--- config.mk ---
export PLATFORM = sky130hd
export DESIGN_NAME = kmsc_out_reg
export DESIGN_NICKNAME = d
export VERILOG_FILES = /design/src/rtl/kway_merge_sample_count_filter_macros.svh /design/src/rtl/kmsc_pkg.sv /design/src/rtl/kmsc_out_reg.sv
export SDC_FILE = /design/constraint.sdc
export NUM_CORES = 1
export LEC_CHECK = 0
export BUFFER_PORTS_ARGS = -buffer_cell sky130_fd_sc_hd__buf_2
export CORE_UTILIZATION = 40
export DETAILED_ROUTE_END_ITERATION = 10
export GPL_TIMING_DRIVEN = 0
export PLACE_DENSITY_LB_ADDON = 0.08
export SLEW_MARGIN = 20
export SYNTH_ARGS = -nofsm -noshare
export SYNTH_HDL_FRONTEND = slang
export SYNTH_SLANG_ARGS = --single-unit
--- constraint.sdc ---
create_clock -name clk -period 1.8 [get_ports clk]
set_input_delay 0.36 -clock clk [delete_from_list [all_inputs] [get_ports clk]]
set_output_delay 0.36 -clock clk [all_outputs]
set_load 0.005 [all_outputs]
--- src/rtl/kway_merge_sample_count_filter_macros.svh ---
// Assertion macros for the k-way merge RTL.
// Depends on nothing; included by kmsc_scan, the module that carries checks.
`ifndef KWAY_MERGE_SAMPLE_COUNT_FILTER_MACROS_SVH
`define KWAY_MERGE_SAMPLE_COUNT_FILTER_MACROS_SVH

// same-cycle implication
`define KMSC_ASSERT_IMP(label, clk, rst_n, ante, cons) \
    label: assert property (@(posedge clk) disable iff (!rst_n) (ante) |-> (cons)) \
        else $error("kmsc assertion failed");

// next-cycle implication
`define KMSC_ASSERT_NXT(label, clk, rst_n, ante, cons) \
    label: assert property (@(posedge clk) disable iff (!rst_n) (ante) |=> (cons)) \
        else $error("kmsc assertion failed");

`endif

--- src/rtl/kmsc_pkg.sv ---
// Package for the k-way merge block: constants, codes, types, width helpers.
// No dependencies.
`timescale 1ns / 1ps
`default_nettype none

package kmsc_pkg;

    localparam int MAX_SAMPLES_DEF = 64;
    localparam int KEY_BITS_DEF    = 64;

    localparam int SAMPLE_W   = 6;
    localparam int IN_KEY_W   = 64;
    localparam int IN_COUNT_W = 32;
    localparam int OUT_KEY_W  = 64;
    localparam int MULT_W     = 16;
    localparam int CFG_W      = 7;
    localparam int ADDR_W     = 3;
    localparam int APB_DATA_W = 32;
    localparam int IN_DATA_W  = 104;
    localparam int OUT_DATA_W = 88;

    localparam logic OP_LOAD  = 1'b0;
    localparam logic OP_MERGE = 1'b1;

    localparam logic REG_SAMPLES_IN_USE = 1'b0;
    localparam logic REG_KEEP_THRESH    = 1'b1;

    localparam logic [CFG_W-1:0] SAMPLES_IN_USE_RST = 7'd16;
    localparam logic [CFG_W-1:0] KEEP_THRESH_RST    = 7'd1;

    typedef enum logic [1:0] {
        ST_IDLE,
        ST_SCAN,
        ST_EMIT,
        ST_DONE
    } state_t;

    typedef struct packed {
        logic [OUT_KEY_W-1:0] min_key;
        logic [SAMPLE_W-1:0]  sample_index;
        logic [MULT_W-1:0]    multiplicity;
        logic                 advance;
        logic                 kept;
        logic                 last;
        logic                 done_res;
    } res_t;

    function automatic int idx_w(input int m);
        return (m > 1) ? $clog2(m) : 1;
    endfunction

    function automatic int cnt_w(input int m);
        return $clog2(m + 1);
    endfunction

endpackage

`default_nettype wire

--- src/rtl/kmsc_out_reg.sv ---
// Output register for result transactions on the master-side stream.
// Depends on kmsc_pkg.
`timescale 1ns / 1ps
`default_nettype none

module kmsc_out_reg (
    input  wire logic                              clk,
    input  wire logic                              rst_n,
    input  wire logic                              res_load,
    input  wire kmsc_pkg::res_t                    res,
    output logic                                   out_free,
    output logic                                   m_axis_tvalid,
    input  wire logic                              m_axis_tready,
    output logic      [kmsc_pkg::OUT_DATA_W-1:0]   m_axis_tdata,
    output logic                                   m_axis_tuser,
    output logic                                   m_axis_tlast
);
    import kmsc_pkg::*;

    logic valid_reg;
    res_t data_reg;

    assign out_free = !valid_reg || m_axis_tready;

    always_ff @(posedge clk or negedge rst_n)
    begin
        if (!rst_n)
        begin
            valid_reg <= 1'b0;
        end
        else if (res_load)
        begin
            valid_reg <= 1'b1;
        end
        else if (m_axis_tready)
        begin
            valid_reg <= 1'b0;
        end
    end

    always_ff @(posedge clk)
    begin
        if (res_load)
        begin
            data_reg <= res;
        end
    end

    assign m_axis_tvalid = valid_reg;
    assign m_axis_tdata  = {data_reg.kept, data_reg.advance, data_reg.multiplicity,
                            data_reg.sample_index, data_reg.min_key};
    assign m_axis_tuser  = data_reg.done_res;
    assign m_axis_tlast  = data_reg.last;

endmodule

`default_nettype wire

After elaboration in Yosys (flattened, before gate mapping). Index checks and enable logic that the tools add are counted.

Flip-flop bits (word level): 91. Bits in latches: 0. Bits in writable memories: 0. Bits in read-only memories: 0. Bits of input ports: 94. Output and inout port bits: 92. Logic and storage cells: 13. Memories: 0.

$add $sub $neg: 0. $mul: 0. Div/mod/pow operators: 0. Order comparisons: 0. Equal/unequal tests: 0. Shifts and indexed selects: 0. Mux-type cells: 2. Bitwise operators: 0. Reductions and logical operators: 3.

Operator list (number): 2-to-1 mux 1 bit (2); nonzero test 2 bit (1); logical NOT 1 bit (1); logical OR 1 bit (1).

Depth between registers and ports, before layout.
Depth in word-level cells: 2. Depth in mapped cells: 2. Mapped depth without buffers: 2.

Worst setup path before layout. Ideal clock, no wire load.

Path kind: input -> output. From: in m_axis_tready. To: out out_free. Arrival time: 485 ps. Data required time: 1440 ps. Setup slack: 955 ps. Cell stages on the path: 1. Path buffers: 0. Cell sequence: nand2b_4.

Cells in the longest elaborated chain, start to end: 1.

Ends and longest elaborated chain: start, declared (line kmsc_out_reg.sv:13) `input wire logic m_axis_tready,`; logical OR 1 bit (line kmsc_out_reg.sv:23) `assign out_free = !valid_reg || m_axis_tready;`; end, declared (line kmsc_out_reg.sv:11) `output logic out_free,`.

Every way passes these cells.

Worst setup path after layout.
From: reg valid_reg (netlist: m_axis_tvalid). To: out out_free.

Cells in the longest elaborated chain, start to end: 2.

Ends and longest elaborated chain: start, declared (line kmsc_out_reg.sv:20) `logic valid_reg;`; start signal, assigned (line kmsc_out_reg.sv:29) `valid_reg <= 1'b0;`; start signal, assigned (line kmsc_out_reg.sv:33) `valid_reg <= 1'b1;`; start signal, assigned (line kmsc_out_reg.sv:37) `valid_reg <= 1'b0;`; logical NOT 1 bit (line kmsc_out_reg.sv:23); logical OR 1 bit (line kmsc_out_reg.sv:23).

Every way passes these cells.

==> metrics.cfg <==
[synthesis]
postSynthNetCount=187
syn_inst=93
synth_cell_types=4
synth_area_leaders=edfxtp_1 98%, dfrtp_1 0.91%, nand2b_4 0.50%
ys_ff_latch=91
synth_top_flop_cell=edfxtp_1
ys_async_sr_fraction_pct=1.10
yosysTopAreaCell=edfxtp_1
synth_most_common_cell=edfxtp_1
synth_commonest_cells=90 x edfxtp_1, 1 x dfrtp_1, 1 x nand2b_2, 1 x nand2b_4
avgSynthCellArea_um2=29.6
yosysSeqAreaShare_pct=99.2
synth_top_area_share_pct=98.3
synth_edf_count=90
yosysWarnings=0
mappedNetlistArea_mm2=0.00275

[critical_path]
criticalPathCategory=reg -> out
critPathMaxFanout=2
crit_required_ns=1.44
start_kind=flip-flop
cp-end-kind=output port
cp_data_arrival_time_ns=0.93

[die]
row_count=29
die_w_um=84.9
die_height_um=84.9
boundaryPins=186
start_util_pct=42.3
core_area_mm2=0.00649
die_area_mm2=0.00721

[clock_network]
cts_buffers=9
cts_tree=built
clk_pin_slew_worst_paths_ns=0.09
clock_tree.buffer_depth=2
root_buffer=clkbuf_8
cts_resized=0
cts.sink_count=91
post-cts-setup-buffers=0
clk-insertion-delay-late_ns=0.34
htree_levels=3

[finish]
fin_util_pct=61.7
layout-drive-gt1-share_pct=68.3
antenna_cells=0
stdcell_count=370
fin_nets=385
synthToLayoutAreaGrowth_pct=45.6

[power_and_ir_drop]
powerDensity_mw_per_mm2=1060
p_comb_share_pct=7.8
switching_share_pct=19.0
p_sw_uw=806
p_leak_uw=0.00175
vdd.ir_drop.worst_v=0.000647
power_frac_clock_pct=32.4
internal_power_uw=3450
pwr-share-seq_pct=59.8

[timing]
final.period_utilization_pct=71.8
slew_headroom_pct=67.9
slew_violations=0
setup_viol_count_final=0
layout_min_cycle_time_ns=1.29
hold_viol=0
rsz0062_at_grt=false
worst_pin_slew_ns=0.481
fin_setup_tns_ns=0
max_freq_mhz=774
clock_skew_ns=0

[hold_path]
holdCritPathClass=in -> reg

[run_status]
status=finished with violations
violations=design-rule violations

[route]
drt_iter0_drc=74
num_vias=1652
firstDrtPassIters=7
viasPerCell=4.46
highest_layer=met4
drc=11
route.met3.wl_um=648
drt_wl_total_um=5230
routedWlPerCell_um=14.1
met2WireLength_um=2740
antenna_left=0
met1_length_um=1770

[grt]
grt_overflow_total=0
grt_usage_pct=14.9
antenna_found_initial=0
grt_max_degree=55
first_global_vias=1672
grt_pass1_wl_um=7850

[place]
dp.cells=356
place.gp.congestion=0.667
numPortBuffers=185

[flow_run]
cap_violations=0

## cell type report
class / count / area [µm²]
sequential: 91 / 2730
fill: 487 / 2490
timing repair buffer: 187 / 966
clock buffer: 9 / 124
tap: 77 / 96.3
clock inverter: 4 / 68.8
multi-input combinational: 2 / 22.5
## layout by cell type (no fill, tap or decap)
cell           synthesis  final
dlygate4sd3_1          0      1
nand2b_2               1      1
clkinv_1               0      1
dfrtp_1                1      1
nand2b_4               1      1
buf_16                 0      1
buf_4                  0      1
clkinv_2               0      1
clkbuf_8               0      9
buf_2                  0    184
bufinv_16              0      2
edfxtp_1              90     90
## what timing repair did
action	CTS	global route
hold buffers	1	0
hold endpoints to repair	1	0
endpoints found under the setup margin	0	0
## path summary, 6_finish.rpt
check,startpoint,to,slack [ns],cells past startpoint
max in group asynchronous,rst_n,m_axis_tvalid,1.41,2
setup / recovery,m_axis_tvalid,out_free,0.51,2
setup reg to reg,m_axis_tvalid,m_axis_tvalid,1.15,2
hold reg to reg,m_axis_tvalid,m_axis_tvalid,0.54,2
min in group asynchronous,rst_n,m_axis_tvalid,0.31,2
hold / removal,res[6],m_axis_tdata[72],0.19,1
## through the flow
step,instance area [µm²],total power (µW),worst slack [ns],hold slack [ns]
finish,4010,4250,0.508,0.193
detailed placement,3800,2930,0.352,0.137
global placement,3770,2920,-0.419,0.136
floorplan,2750,2630,0.955,0.0644
CTS,4010,4290,0.491,0.179
global route,4010,4420,0.460,0.162
## power by group through the flow
stage	clock [µW]	combinational (µW)	sequential (µW)
floorplan	0	4.59	2630
global placement	0	326	2590
detailed placement	0	338	2590
CTS	1400	340	2550
global route	1500	363	2560
finish	1380	331	2540
## flip-flops by register name, summed over array words and instances (netlist names)
signal,cells
m_axis_tdata,88
m_axis_tlast,1
m_axis_tuser,1
m_axis_tvalid,1
## layer usage
layer | global-route usage (%) | up-vias
met3 | 7.20 | 7
met1 | 14.9 | 771
met5 | 0 | -
met4 | 7.40 | 0
met2 | 25.9 | 108
li1 | - | 766
## kinds of logic (layout without fill, tap and decap cells)
family                 count (synthesis)  count (layout)  share of synthesized area (%)
and+or+nand+nor                        2               2                          0.819
buffers and inverters                  0             200                              0
DFF                                   91              91                           99.2
## critical path: stages (launching register included)
cell and delay (ns):
dfrtp_1 0.41, nand2b_4 0.08, buf_2 0.11
Power figures use the tool's default switching activity.
