--- config.mk ---
export PLATFORM = sky130hd
export DESIGN_NAME = kmsc_scan
export DESIGN_NICKNAME = d
export VERILOG_FILES = /design/src/rtl/kmsc_pkg.sv /design/src/rtl/kmsc_scan.sv
export VERILOG_INCLUDE_DIRS = /design/src /design/src/rtl
export SDC_FILE = /design/constraint.sdc
export NUM_CORES = 1
export LEC_CHECK = 0
export BUFFER_PORTS_ARGS = -buffer_cell sky130_fd_sc_hd__buf_2
export CORE_ASPECT_RATIO = 1.1
export CORE_MARGIN = 1.5
export CORE_UTILIZATION = 40
export DETAILED_ROUTE_END_ITERATION = 8
export PLACE_DENSITY = 0.66
export SETUP_SLACK_MARGIN = 0.02
export SYNTH_ARGS = -nofsm -noshare
export SYNTH_HDL_FRONTEND = slang
export SYNTH_SLANG_ARGS = --single-unit
--- constraint.sdc ---
create_clock -name clk -period 9.4 [get_ports clk]
set_input_delay 1.41 -clock clk [delete_from_list [all_inputs] [get_ports clk]]
set_output_delay 1.41 -clock clk [all_outputs]
set_load 0.01 [all_outputs]
--- src/rtl/kway_merge_sample_count_filter_macros.svh ---
// Assertion macros for the k-way merge RTL.
// Depends on nothing; included by kmsc_scan, the module that carries checks.
`ifndef KWAY_MERGE_SAMPLE_COUNT_FILTER_MACROS_SVH
`define KWAY_MERGE_SAMPLE_COUNT_FILTER_MACROS_SVH

// same-cycle implication
`define KMSC_ASSERT_IMP(label, clk, rst_n, ante, cons) \
    label: assert property (@(posedge clk) disable iff (!rst_n) (ante) |-> (cons)) \
        else $error("kmsc assertion failed");

// next-cycle implication
`define KMSC_ASSERT_NXT(label, clk, rst_n, ante, cons) \
    label: assert property (@(posedge clk) disable iff (!rst_n) (ante) |=> (cons)) \
        else $error("kmsc assertion failed");

`endif

--- src/rtl/kmsc_pkg.sv ---
// Package for the k-way merge block: constants, codes, types, width helpers.
// No dependencies.
`timescale 1ns / 1ps
`default_nettype none

package kmsc_pkg;

    localparam int MAX_SAMPLES_DEF = 64;
    localparam int KEY_BITS_DEF    = 64;

    localparam int SAMPLE_W   = 6;
    localparam int IN_KEY_W   = 64;
    localparam int IN_COUNT_W = 32;
    localparam int OUT_KEY_W  = 64;
    localparam int MULT_W     = 16;
    localparam int CFG_W      = 7;
    localparam int ADDR_W     = 3;
    localparam int APB_DATA_W = 32;
    localparam int IN_DATA_W  = 104;
    localparam int OUT_DATA_W = 88;

    localparam logic OP_LOAD  = 1'b0;
    localparam logic OP_MERGE = 1'b1;

    localparam logic REG_SAMPLES_IN_USE = 1'b0;
    localparam logic REG_KEEP_THRESH    = 1'b1;

    localparam logic [CFG_W-1:0] SAMPLES_IN_USE_RST = 7'd16;
    localparam logic [CFG_W-1:0] KEEP_THRESH_RST    = 7'd1;

    typedef enum logic [1:0] {
        ST_IDLE,
        ST_SCAN,
        ST_EMIT,
        ST_DONE
    } state_t;

    typedef struct packed {
        logic [OUT_KEY_W-1:0] min_key;
        logic [SAMPLE_W-1:0]  sample_index;
        logic [MULT_W-1:0]    multiplicity;
        logic                 advance;
        logic                 kept;
        logic                 last;
        logic                 done_res;
    } res_t;

    function automatic int idx_w(input int m);
        return (m > 1) ? $clog2(m) : 1;
    endfunction

    function automatic int cnt_w(input int m);
        return $clog2(m + 1);
    endfunction

endpackage

`default_nettype wire

--- src/rtl/kmsc_scan.sv ---
// Merge sequencer: load handling, valid bits, minimum scan and per-stream emit pass.
// Depends on kmsc_pkg and kway_merge_sample_count_filter_macros.svh.
`timescale 1ns / 1ps
`default_nettype none

`include "kway_merge_sample_count_filter_macros.svh"

module kmsc_scan #(
    parameter int MAX_SAMPLES = kmsc_pkg::MAX_SAMPLES_DEF,
    parameter int KEY_BITS    = kmsc_pkg::KEY_BITS_DEF
) (
    input  wire logic                                     clk,
    input  wire logic                                     rst_n,
    input  wire logic                                     in_valid,
    output logic                                          in_ready,
    input  wire logic                                     in_op,
    input  wire logic [kmsc_pkg::SAMPLE_W-1:0]            in_sample,
    input  wire logic [kmsc_pkg::IN_KEY_W-1:0]            in_key,
    input  wire logic [kmsc_pkg::IN_COUNT_W-1:0]          in_count,
    input  wire logic                                     in_present,
    input  wire logic [kmsc_pkg::CFG_W-1:0]               samples_in_use,
    input  wire logic [kmsc_pkg::CFG_W-1:0]               keep_thresh,
    output logic                                          mem_wr_en,
    output logic      [kmsc_pkg::idx_w(MAX_SAMPLES)-1:0]  mem_wr_addr,
    output logic      [KEY_BITS-1:0]                      mem_wr_key,
    output logic      [kmsc_pkg::MULT_W-1:0]              mem_wr_count,
    output logic                                          mem_rd_en,
    output logic      [kmsc_pkg::idx_w(MAX_SAMPLES)-1:0]  mem_rd_addr,
    input  wire logic [KEY_BITS-1:0]                      mem_rd_key,
    input  wire logic [kmsc_pkg::MULT_W-1:0]              mem_rd_count,
    input  wire logic                                     out_free,
    output logic                                          res_load,
    output kmsc_pkg::res_t                                res
);
    import kmsc_pkg::*;

    localparam int IDX_W = idx_w(MAX_SAMPLES);
    localparam int CNT_W = cnt_w(MAX_SAMPLES);
    localparam logic [CFG_W-1:0] MAX_CFG = CFG_W'(MAX_SAMPLES);
    localparam logic [CNT_W-1:0] MAX_CNT = CNT_W'(MAX_SAMPLES);

    state_t                 state_reg, state_next;
    logic [CNT_W-1:0]       rd_cnt_reg, rd_cnt_next;
    logic                   d_vld_reg, d_vld_next;
    logic [IDX_W-1:0]       d_idx_reg, d_idx_next;
    logic [KEY_BITS-1:0]    mk_reg, mk_next;
    logic                   found_reg, found_next;
    logic [CNT_W-1:0]       hit_cnt_reg, hit_cnt_next;
    logic [MAX_SAMPLES-1:0] valid_reg;

    logic [CNT_W-1:0] n_used;
    logic             in_accept;
    logic             load_ok;
    logic             issue_more;
    logic             scan_end;
    logic             cur_valid;
    logic             cur_hit;
    logic             d_last;
    logic             kept;

    always_comb
    begin
        if (samples_in_use == '0)
        begin
            n_used = CNT_W'(1);
        end
        else if (samples_in_use > MAX_CFG)
        begin
            n_used = MAX_CNT;
        end
        else
        begin
            n_used = samples_in_use[CNT_W-1:0];
        end
    end

    assign in_ready   = (state_reg == ST_IDLE);
    assign in_accept  = in_valid && in_ready;
    assign load_ok    = in_accept && (in_op == OP_LOAD) && ({1'b0, in_sample} < MAX_CFG);
    assign issue_more = (rd_cnt_reg < n_used);
    assign scan_end   = !issue_more && !d_vld_reg;
    assign cur_valid  = valid_reg[d_idx_reg];
    assign cur_hit    = cur_valid && (mem_rd_key == mk_reg);
    assign d_last     = (CNT_W'(d_idx_reg) == (n_used - CNT_W'(1)));
    assign kept       = (CFG_W'(hit_cnt_reg) >= keep_thresh);

    assign mem_wr_en    = load_ok;
    assign mem_wr_addr  = in_sample[IDX_W-1:0];
    assign mem_wr_key   = in_key[KEY_BITS-1:0];
    assign mem_wr_count = in_count[MULT_W-1:0];
    assign mem_rd_addr  = rd_cnt_reg[IDX_W-1:0];

    // next state
    always_comb
    begin
        state_next = state_reg;
        unique case (state_reg)
            ST_IDLE:
            begin
                if (in_accept && (in_op == OP_MERGE))
                begin
                    state_next = ST_SCAN;
                end
            end
            ST_SCAN:
            begin
                if (scan_end)
                begin
                    state_next = found_reg ? ST_EMIT : ST_DONE;
                end
            end
            ST_EMIT:
            begin
                if (res_load && d_last)
                begin
                    state_next = ST_IDLE;
                end
            end
            ST_DONE:
            begin
                if (res_load)
                begin
                    state_next = ST_IDLE;
                end
            end
            default:
            begin
                state_next = ST_IDLE;
            end
        endcase
    end

    // outputs
    always_comb
    begin
        mem_rd_en = 1'b0;
        res_load  = 1'b0;
        res       = '0;
        unique case (state_reg)
            ST_IDLE:
            begin
            end
            ST_SCAN:
            begin
                mem_rd_en = issue_more;
            end
            ST_EMIT:
            begin
                res_load         = d_vld_reg && out_free;
                mem_rd_en        = issue_more && (!d_vld_reg || res_load);
                res.min_key      = OUT_KEY_W'(mk_reg);
                res.sample_index = SAMPLE_W'(d_idx_reg);
                res.multiplicity = cur_hit ? mem_rd_count : '0;
                res.advance      = cur_hit;
                res.kept         = kept;
                res.last         = d_last;
            end
            ST_DONE:
            begin
                res_load     = out_free;
                res.last     = 1'b1;
                res.done_res = 1'b1;
            end
            default:
            begin
            end
        endcase
    end

    // scan datapath
    always_comb
    begin
        rd_cnt_next  = rd_cnt_reg;
        d_vld_next   = d_vld_reg;
        d_idx_next   = d_idx_reg;
        mk_next      = mk_reg;
        found_next   = found_reg;
        hit_cnt_next = hit_cnt_reg;

        if (in_accept && (in_op == OP_MERGE))
        begin
            rd_cnt_next  = '0;
            d_vld_next   = 1'b0;
            found_next   = 1'b0;
            hit_cnt_next = '0;
        end

        if (mem_rd_en)
        begin
            rd_cnt_next = rd_cnt_reg + CNT_W'(1);
            d_idx_next  = mem_rd_addr;
        end

        if (state_reg == ST_SCAN)
        begin
            d_vld_next = mem_rd_en;
            if (d_vld_reg && cur_valid)
            begin
                if (!found_reg || (mem_rd_key < mk_reg))
                begin
                    mk_next      = mem_rd_key;
                    found_next   = 1'b1;
                    hit_cnt_next = CNT_W'(1);
                end
                else if (mem_rd_key == mk_reg)
                begin
                    hit_cnt_next = hit_cnt_reg + CNT_W'(1);
                end
            end
            if (scan_end)
            begin
                rd_cnt_next = '0;
            end
        end
        else if (state_reg == ST_EMIT)
        begin
            d_vld_next = mem_rd_en || (d_vld_reg && !res_load);
        end
    end

    always_ff @(posedge clk or negedge rst_n)
    begin
        if (!rst_n)
        begin
            state_reg   <= ST_IDLE;
            rd_cnt_reg  <= '0;
            d_vld_reg   <= 1'b0;
            found_reg   <= 1'b0;
            hit_cnt_reg <= '0;
        end
        else
        begin
            state_reg   <= state_next;
            rd_cnt_reg  <= rd_cnt_next;
            d_vld_reg   <= d_vld_next;
            found_reg   <= found_next;
            hit_cnt_reg <= hit_cnt_next;
        end
    end

    always_ff @(posedge clk)
    begin
        d_idx_reg <= d_idx_next;
        mk_reg    <= mk_next;
    end

    // head valid bits; matched heads drop out as their result is issued
    always_ff @(posedge clk or negedge rst_n)
    begin
        if (!rst_n)
        begin
            valid_reg <= '0;
        end
        else if (load_ok)
        begin
            valid_reg[in_sample[IDX_W-1:0]] <= in_present;
        end
        else if ((state_reg == ST_EMIT) && res_load && cur_hit)
        begin
            valid_reg[d_idx_reg] <= 1'b0;
        end
    end

    `KMSC_ASSERT_NXT(a_last_to_idle, clk, rst_n, res_load && res.last, state_reg == ST_IDLE)
    `KMSC_ASSERT_IMP(a_cnt_range, clk, rst_n, state_reg != ST_IDLE, rd_cnt_reg <= n_used)
    `KMSC_ASSERT_IMP(a_emit_found, clk, rst_n, state_reg == ST_EMIT, found_reg)
    `KMSC_ASSERT_IMP(a_done_empty, clk, rst_n, state_reg == ST_DONE, !found_reg)

endmodule

`default_nettype wire

Word level (Yosys, flattened, before mapping)
Index checks and enable logic that the tools add are counted.

Flip-flop bits (word level): 152. Input bits: 202. Output and inout port bits: 186. Word-level logic and storage cells: 97.

$add $sub $neg: 3. Magnitude comparators: 8. Eq/ne operators: 9. Muxes and demuxes: 39. Bitwise operators: 3. Reductions and logical operators: 27.

Operator list (count): $mux 64 (2); $mux 88 (1); $mux 7 (11); $and 64x64->64 (1); $bwmux 64 (1); $eq 64x64->1 (1); $lt 64x64->1 (1); $not 64->64 (1); $mux 16 (1); $add 7x1->7 const B (2); $logic_and 1x1->1 (14); $lt 6x7->1 const B (2); $demux 1 s6 (2); $ge 6x1->1 const B (2); $mux 1 (12); $mux 2 (4); $pmux 2 s4 (1); $eq 6x7->1 (1); $ge 7x7->1 (1); $gt 7x7->1 const B (1); $logic_not 7->1 (1); $lt 7x7->1 (1); $sub 7x1->7 const B (1); $bmux 1 s6 (1); 13 further kinds (23).

Longest topological paths before layout
Gate-level depths: netlist of the first run.

Depth after elaboration: 9. Gate-level depth with buffers: 13. Depth with buffers taken out: 11.

Worst setup path before layout of the first run
Ideal clock, no wire load.

Kind: input-to-reg. Start: in mem_rd_key[53]. End: reg mk_reg[0], enable pin. Library setup time: 0.497 ns. Arrival: 5.918 ns. Data required time: 8.903 ns. Setup slack: 2.985 ns. Stages on the path: 8. Buffers on the path: 0. Cells stage by stage: ha_1 a21o_1 a21o_1 a21oi_1 o21ai_0 a221o_1 a311o_1 a311oi_2.

Cells in the longest elaborated chain, start to end: 3.

RTL lines: start, declared (line kmsc_scan.sv:29) `input wire logic [KEY_BITS-1:0] mem_rd_key,`; $lt 64x64->1 (line kmsc_scan.sv:199) `if (!found_reg || (mem_rd_key < mk_reg))`; $logic_or 1x1->1 (line kmsc_scan.sv:199); $reduce_and 3->1 (no source line); end signal, assigned (line kmsc_scan.sv:244) `mk_reg <= mk_next;`; end, declared (line kmsc_scan.sv:46) `logic [KEY_BITS-1:0] mk_reg, mk_next;`.

Every way passes these cells. A chain may end at the register's enable or synchronous reset.

==> results.cfg, run 1 <==
[min_path]
min_to = rd_cnt_reg[6]$_DFF_PN0_
min_path_cells = 1
worstHoldStart = rd_cnt_reg[6]$_DFF_PN0_
hold_class = register to register

[yosys]
synthTopCellsByArea = edfxtp_1 19%, dfrtp_1 19%, ha_1 9.6%
synth_flop_cell = dfrtp_1
synth_edf_count = 70
synth_warnings = 0
syn-num-nets = 1517
synth_compound_area_share_pct = 14.20
syn-instance-count = 1231
netlist_area_um2 = 10960
synth.mux.area_fraction_pct = 2.488
ys_ff_latch = 152
synth_top_family_by_area = simple AND/OR/NAND/NOR gates
ys_seq_area_share_pct = 37.90
synth_cell_types = 75
synth_xor_area_share_pct = 0.6392
synthAdderAreaFrac_pct = 9.588
synth_top_area_cell = edfxtp_1
yosys.area_share.simple_pct = 23.35
syn_avg_cell_area_um2 = 8.905
synth_top_area_share_pct = 19.18
async_flop_share_pct = 53.95

[sta]
tns_ps = 0
tightest_slew_ps = 1131
finalMaxSlewViolations = 0
hold_violations = 0
setup_violations = 0
grt_setup_unrepaired = no
fin_crit_sh_pct = 55.77
finClkSkew_ps = 18.01
max_freq_mhz = 190.8
period_needed_ps = 5242
maxSlewHeadroom_pct = 24.47

[routing]
routed_wl_um = 32540
detail_route.iter0.violations = 801
vias = 9620
wl_per_cell_um = 19.08
drc_errors = 0
vias_per_cell = 5.642
dr.pass1.iters = 5
antenna_left = 0

[clock_tree]
cts.sinks = 152
postCtsResizedCells = 0
hold_buffers = 0
cts.reportedPaths.clkPinSlew_ps = 70
clk_latency_ps = 440
clockRootBuffer = clkbuf_16
cts_tree = done
post_cts_buffers = 0
htreeDepth = 4
cts_buffers = 17
clockBufferDepth = 2

[finish]
final_cell_mix = 210 x buf_2, 170 x nand2_1, 104 x nand3_1, 88 x and2_1
antenna_cells = 0
fin_cells = 1705
fillers = 2645
areaGrowthSynthToFinish_pct = 11.55
drive_gt1_share_pct = 21.66
layout.nets = 1621
final_common_cell = buf_2
fin_util_pct = 45.36
multiInputGateArea_um2 = 5537
seq_area_um2 = 4154

[setup_path]
cp-start-kind = input port
crit_required_ps = 7990
end_kind = primary output
r2r_end = mk_reg[17]$_DFFE_PP_
worstPathMaxFanout = 17
rrSetupSlack_ps = 5670
cp.arrival_ps = 3830
critPathKind = input port to primary output
rr_worst_depth = 8
r2r-start = d_idx_reg[3]$_DFFE_PN_

[placed_design]
hpwl_um = 22890
port_buffers = 211
place_congestion = 0.9000
placedCellCount = 1673

[pwr]
p_int_mw = 1.514
p_sw_mw = 1.038
clkPwrFrac_pct = 26.8
total_power_mw = 2.552
swShare_pct = 40.67
p_leak_nw = 5.967
seqPwrFrac_pct = 33.9
pwr-share-comb_pct = 39.3
ir_worst_vdd_mv = 0.1198
p_per_area_nw_per_um2 = 208.7

[grt]
track_usage_pct = 22.80
overflow = 0
grt_pass1_wl_um = 50570
antenna_found_initial = 1
grt_start_max_net_pins = 75
grt_pass1_vias = 9277

[floorplan]
start_util_pct = 40.66
std_cell_rows = 63
die_x_um = 160.8
core_area_um2 = 26960
pin_count = 388
die_area_um2 = 28410
fp.dieH_um = 176.6

[status]
status = completed

[job]
drv_cap = 0
## how the worst max path moves through the flow
| stage | startpoint | slack [ps] | endpoint |
|---|---|---|---|
| finish | mem_rd_key[23] | 4160 | res[5] |
| global route | mem_rd_key[23] | 3970 | res[18] |
| CTS | mem_rd_key[23] | 4110 | res[5] |
| detailed placement | mem_rd_key[23] | 4120 | res[16] |
| global placement | mem_rd_key[23] | 4140 | res[5] |
| floorplan | mem_rd_key[53] | 2990 | mk_reg[0]$_DFFE_PP_ |
## power groups by stage
stage / registers (mW) / logic, mW / clock network, mW
after CTS: 0.866 / 0.994 / 0.695
after detailed placement: 0.880 / 0.988 / 0
after global routing: 0.875 / 1.10 / 0.726
after floorplan: 0.850 / 0.744 / 0
final: 0.865 / 1.00 / 0.685
after global placement: 0.875 / 0.971 / 0
## Yosys cell counts (14+ instances only)
| cell | count |
|---|---|
| mux2i_1 | 16 |
| nand2_1 | 170 |
| a21oi_1 | 76 |
| dfrtp_1 | 82 |
| nor2_1 | 38 |
| clkbuf_1 | 21 |
| edfxtp_1 | 70 |
| buf_2 | 14 |
| nor3_1 | 14 |
| nand4_1 | 19 |
| ha_1 | 84 |
| buf_4 | 93 |
| o211ai_1 | 64 |
| o21ai_0 | 19 |
| inv_1 | 83 |
| and2_1 | 88 |
| nand3_1 | 104 |
| a21o_1 | 22 |
## cell families (layout without fill, tap and decap cells)
group,count (synthesis),in the layout
buffers and inverters,229,346
flip-flops,152,152
AND/OR/NAND/NOR,500,500
multiplexers,23,23
XOR/XNOR,8,8
adder cells (fa/ha/maj),84,84
AO/OA/AOI/OAI,235,235
## worst max-delay path, cell delays in order
cell and delay, ps:
buf_2 110, ha_1 320, nand4_1 150, nor4_1 410
nand2_1 170, or3_2 530, nor3b_1 200, buf_4 250
and2_1 160, buf_2 130
## stage by stage
stage	worst slack (ps)	hold slack (ps)	area (µm²)
after floorplan	2985	452.4	10960
after global placement	4144	480.4	11650
after detailed placement	4118	482.9	11650
after CTS	4112	495.7	12230
after global routing	3967	511.1	12230
final	4158	494.0	12230
## routing by layer
| metal | up-vias | GRT usage [%] | routed length [µm] |
|---|---|---|---|
| met4 | 0 | 10.49 | 1256 |
| met3 | 96 | 7.568 | 3440 |
| met1 | 4537 | 28.93 | 13130 |
| li1 | 4469 | - | - |
| met2 | 518 | 35.13 | 14710 |
| met5 | - | 0 | 0 |
## cell type report
type | count | area share (%)
Timing Repair Buffer | 230 | 9.823
Clock inverter | 15 | 1.218
Sequential cell | 152 | 33.97
Inverter | 84 | 2.579
Clock buffer | 17 | 3.479
Multi-Input combinational cell | 850 | 45.28
Tap cell | 357 | 3.653
(Power assumes the default switching activity.)
==> run 2: changes to the inputs <==
Settings changed: PLACE_DENSITY 0.66 to 0.69.
Clock period 9.4 ns to 4.8 ns, I/O delays scaled along.
==> results.cfg, run 2 (synthesized netlist as in run 1, its figures left out) <==
[floorplan]
std_cell_rows = 63
pin_count = 388
die_area_um2 = 28410
die_x_um = 160.8
core_area_um2 = 26960
fp.dieH_um = 176.6
start_util_pct = 40.66

[min_path]
min_path_cells = 1
hold_class = input port to register

[finish]
layout.nets = 1628
fillers = 2629
areaGrowthSynthToFinish_pct = 12.05
final_common_cell = buf_2
drive_gt1_share_pct = 22.07
multiInputGateArea_um2 = 5537
seq_area_um2 = 4154
fin_util_pct = 45.56
final_cell_mix = 210 x buf_2, 170 x nand2_1, 104 x nand3_1, 88 x and2_1
antenna_cells = 0

[clock_tree]
cts.reportedPaths.clkPinSlew_ps = 70
hold_buffers = 0
clockBufferDepth = 2
clk_latency_ps = 440
cts_buffers = 17
htreeDepth = 4
postCtsResizedCells = 0
cts_tree = done
cts.sinks = 152
clockRootBuffer = clkbuf_16
post_cts_buffers = 0

[routing]
routed_wl_um = 32360
wl_met3_um = 3298
top_layer = met5
wl_met2_um = 14980
detail_route.iter0.violations = 769
wirelength_met1_um = 12830
antenna_left = 0
wl_per_cell_um = 18.90
dr.pass1.iters = 5
vias = 9609
drc_errors = 0
vias_per_cell = 5.613

[sta]
max_freq_mhz = 225.7
tightest_slew_ps = 1188
tns_ps = 0
finalMaxSlewViolations = 0
finClkSkew_ps = 19.29
setup_violations = 0
hold_violations = 0
grt_setup_unrepaired = no
period_needed_ps = 4431
maxSlewHeadroom_pct = 20.16
fin_crit_sh_pct = 92.32

[pwr]
p_leak_nw = 5.994
ir_worst_vdd_mv = 0.2702
p_per_area_nw_per_um2 = 408.4

[grt]
track_usage_pct = 23.11
grt_start_max_net_pins = 83
grt_pass1_vias = 9454
antenna_found_initial = 1
overflow = 0
grt_pass1_wl_um = 51140

[setup_path]
worst-path-buf-inv = 2
end_kind = primary output
critPathMaxStageDelay_ps = 1050
cp-startpoint = d_idx_reg[1]$_DFFE_PN_
r2r_end = valid_reg[63]$_DFFE_PN0P_
crit_required_ps = 4080
worstPathMaxFanout = 20
r2r-start = d_idx_reg[1]$_DFFE_PN_
path_cells = mux2_2 -> a221oi_1 -> o22ai_1 -> a2111oi_1 -> and4bb_4 -> nor3b_1 -> buf_4 -> and2_1 -> buf_2
cp.arrival_ps = 3710
rrSetupSlack_ps = 900
cp-endpoint = res[12]
path_depth = 9
critPathKind = register to primary output
rr_worst_depth = 9
crit_family = flip-flops
cp_slowest_cell = edfxtp_1
cp-start-kind = register

[placed_design]
hpwl_um = 22620
place_congestion = 0.8760
port_buffers = 211

[job]
drv_cap = 0

[status]
status = completed
run 2: changes by cell type in the layout (fill, tap and decap cells not counted):
cell        previous run  this run
clkinv_8               1         0
buf_12                 0         1
clkbuf_8               0         2
clkinv_4               1         2
inv_8                  6         2
clkinvlp_4             1         3
buf_4                 20        26
run 2: power by group:
part	switching [mW]	internal, mW	total, mW
combinational	1.16	0.754	1.91
sequential	0.232	1.56	1.79
clock	0.607	0.705	1.31
total	2.00	3.02	5.02
run 2: area by class of cell:
class                   count  area share, %
multi-input cells         850          45.07
flip-flops and latches    152          33.82
repair buffers            237          10.31
clock buffers              19          3.687
well taps                 357          3.637
inverters                  84          2.567
clock inverters            13         0.9066
run 2: worst min path at each step:
| stage | start | endpoint | slack, ps |
|---|---|---|---|
| CTS | mem_rd_key[32] | mk_reg[32]$_DFFE_PP_ | 460 |
| finish | mem_rd_key[36] | mk_reg[36]$_DFFE_PP_ | 480 |
| global placement | rd_cnt_reg[6]$_DFF_PN0_ | rd_cnt_reg[6]$_DFF_PN0_ | 480 |
| floorplan | rst_n | d_vld_reg$_DFFE_PN0P_ | 420 |
| detailed placement | rd_cnt_reg[6]$_DFF_PN0_ | rd_cnt_reg[6]$_DFF_PN0_ | 490 |
| global route | mem_rd_key[37] | mk_reg[37]$_DFFE_PP_ | 460 |
run 2: stage by stage:
| stage | hold slack (ps) | instances | worst slack, ps | instance area, µm² | power (mW) |
|---|---|---|---|---|---|
| finish | 479.4 | 1712 | 368.6 | 12280 | 5.016 |
| global route | 463.4 | 1712 | 156.7 | 12280 | 5.309 |
| CTS | 464.6 | 1712 | 399.9 | 12280 | 5.013 |
| detailed placement | 487.3 | 1680 | 832.1 | 11720 | 3.698 |
| global placement | 479.5 | 1680 | 831.6 | 11720 | 3.672 |
| floorplan | 424.4 | 1231 | 134.5 | 10970 | 3.122 |
run 2: metal layers:
layer / up-vias / GRT usage (%)
met3: 95 / 7.545
met1: 4571 / 28.71
met4: 2 / 10.69
met2: 456 / 36.46
li1: 4485 / -
met5: - / 0
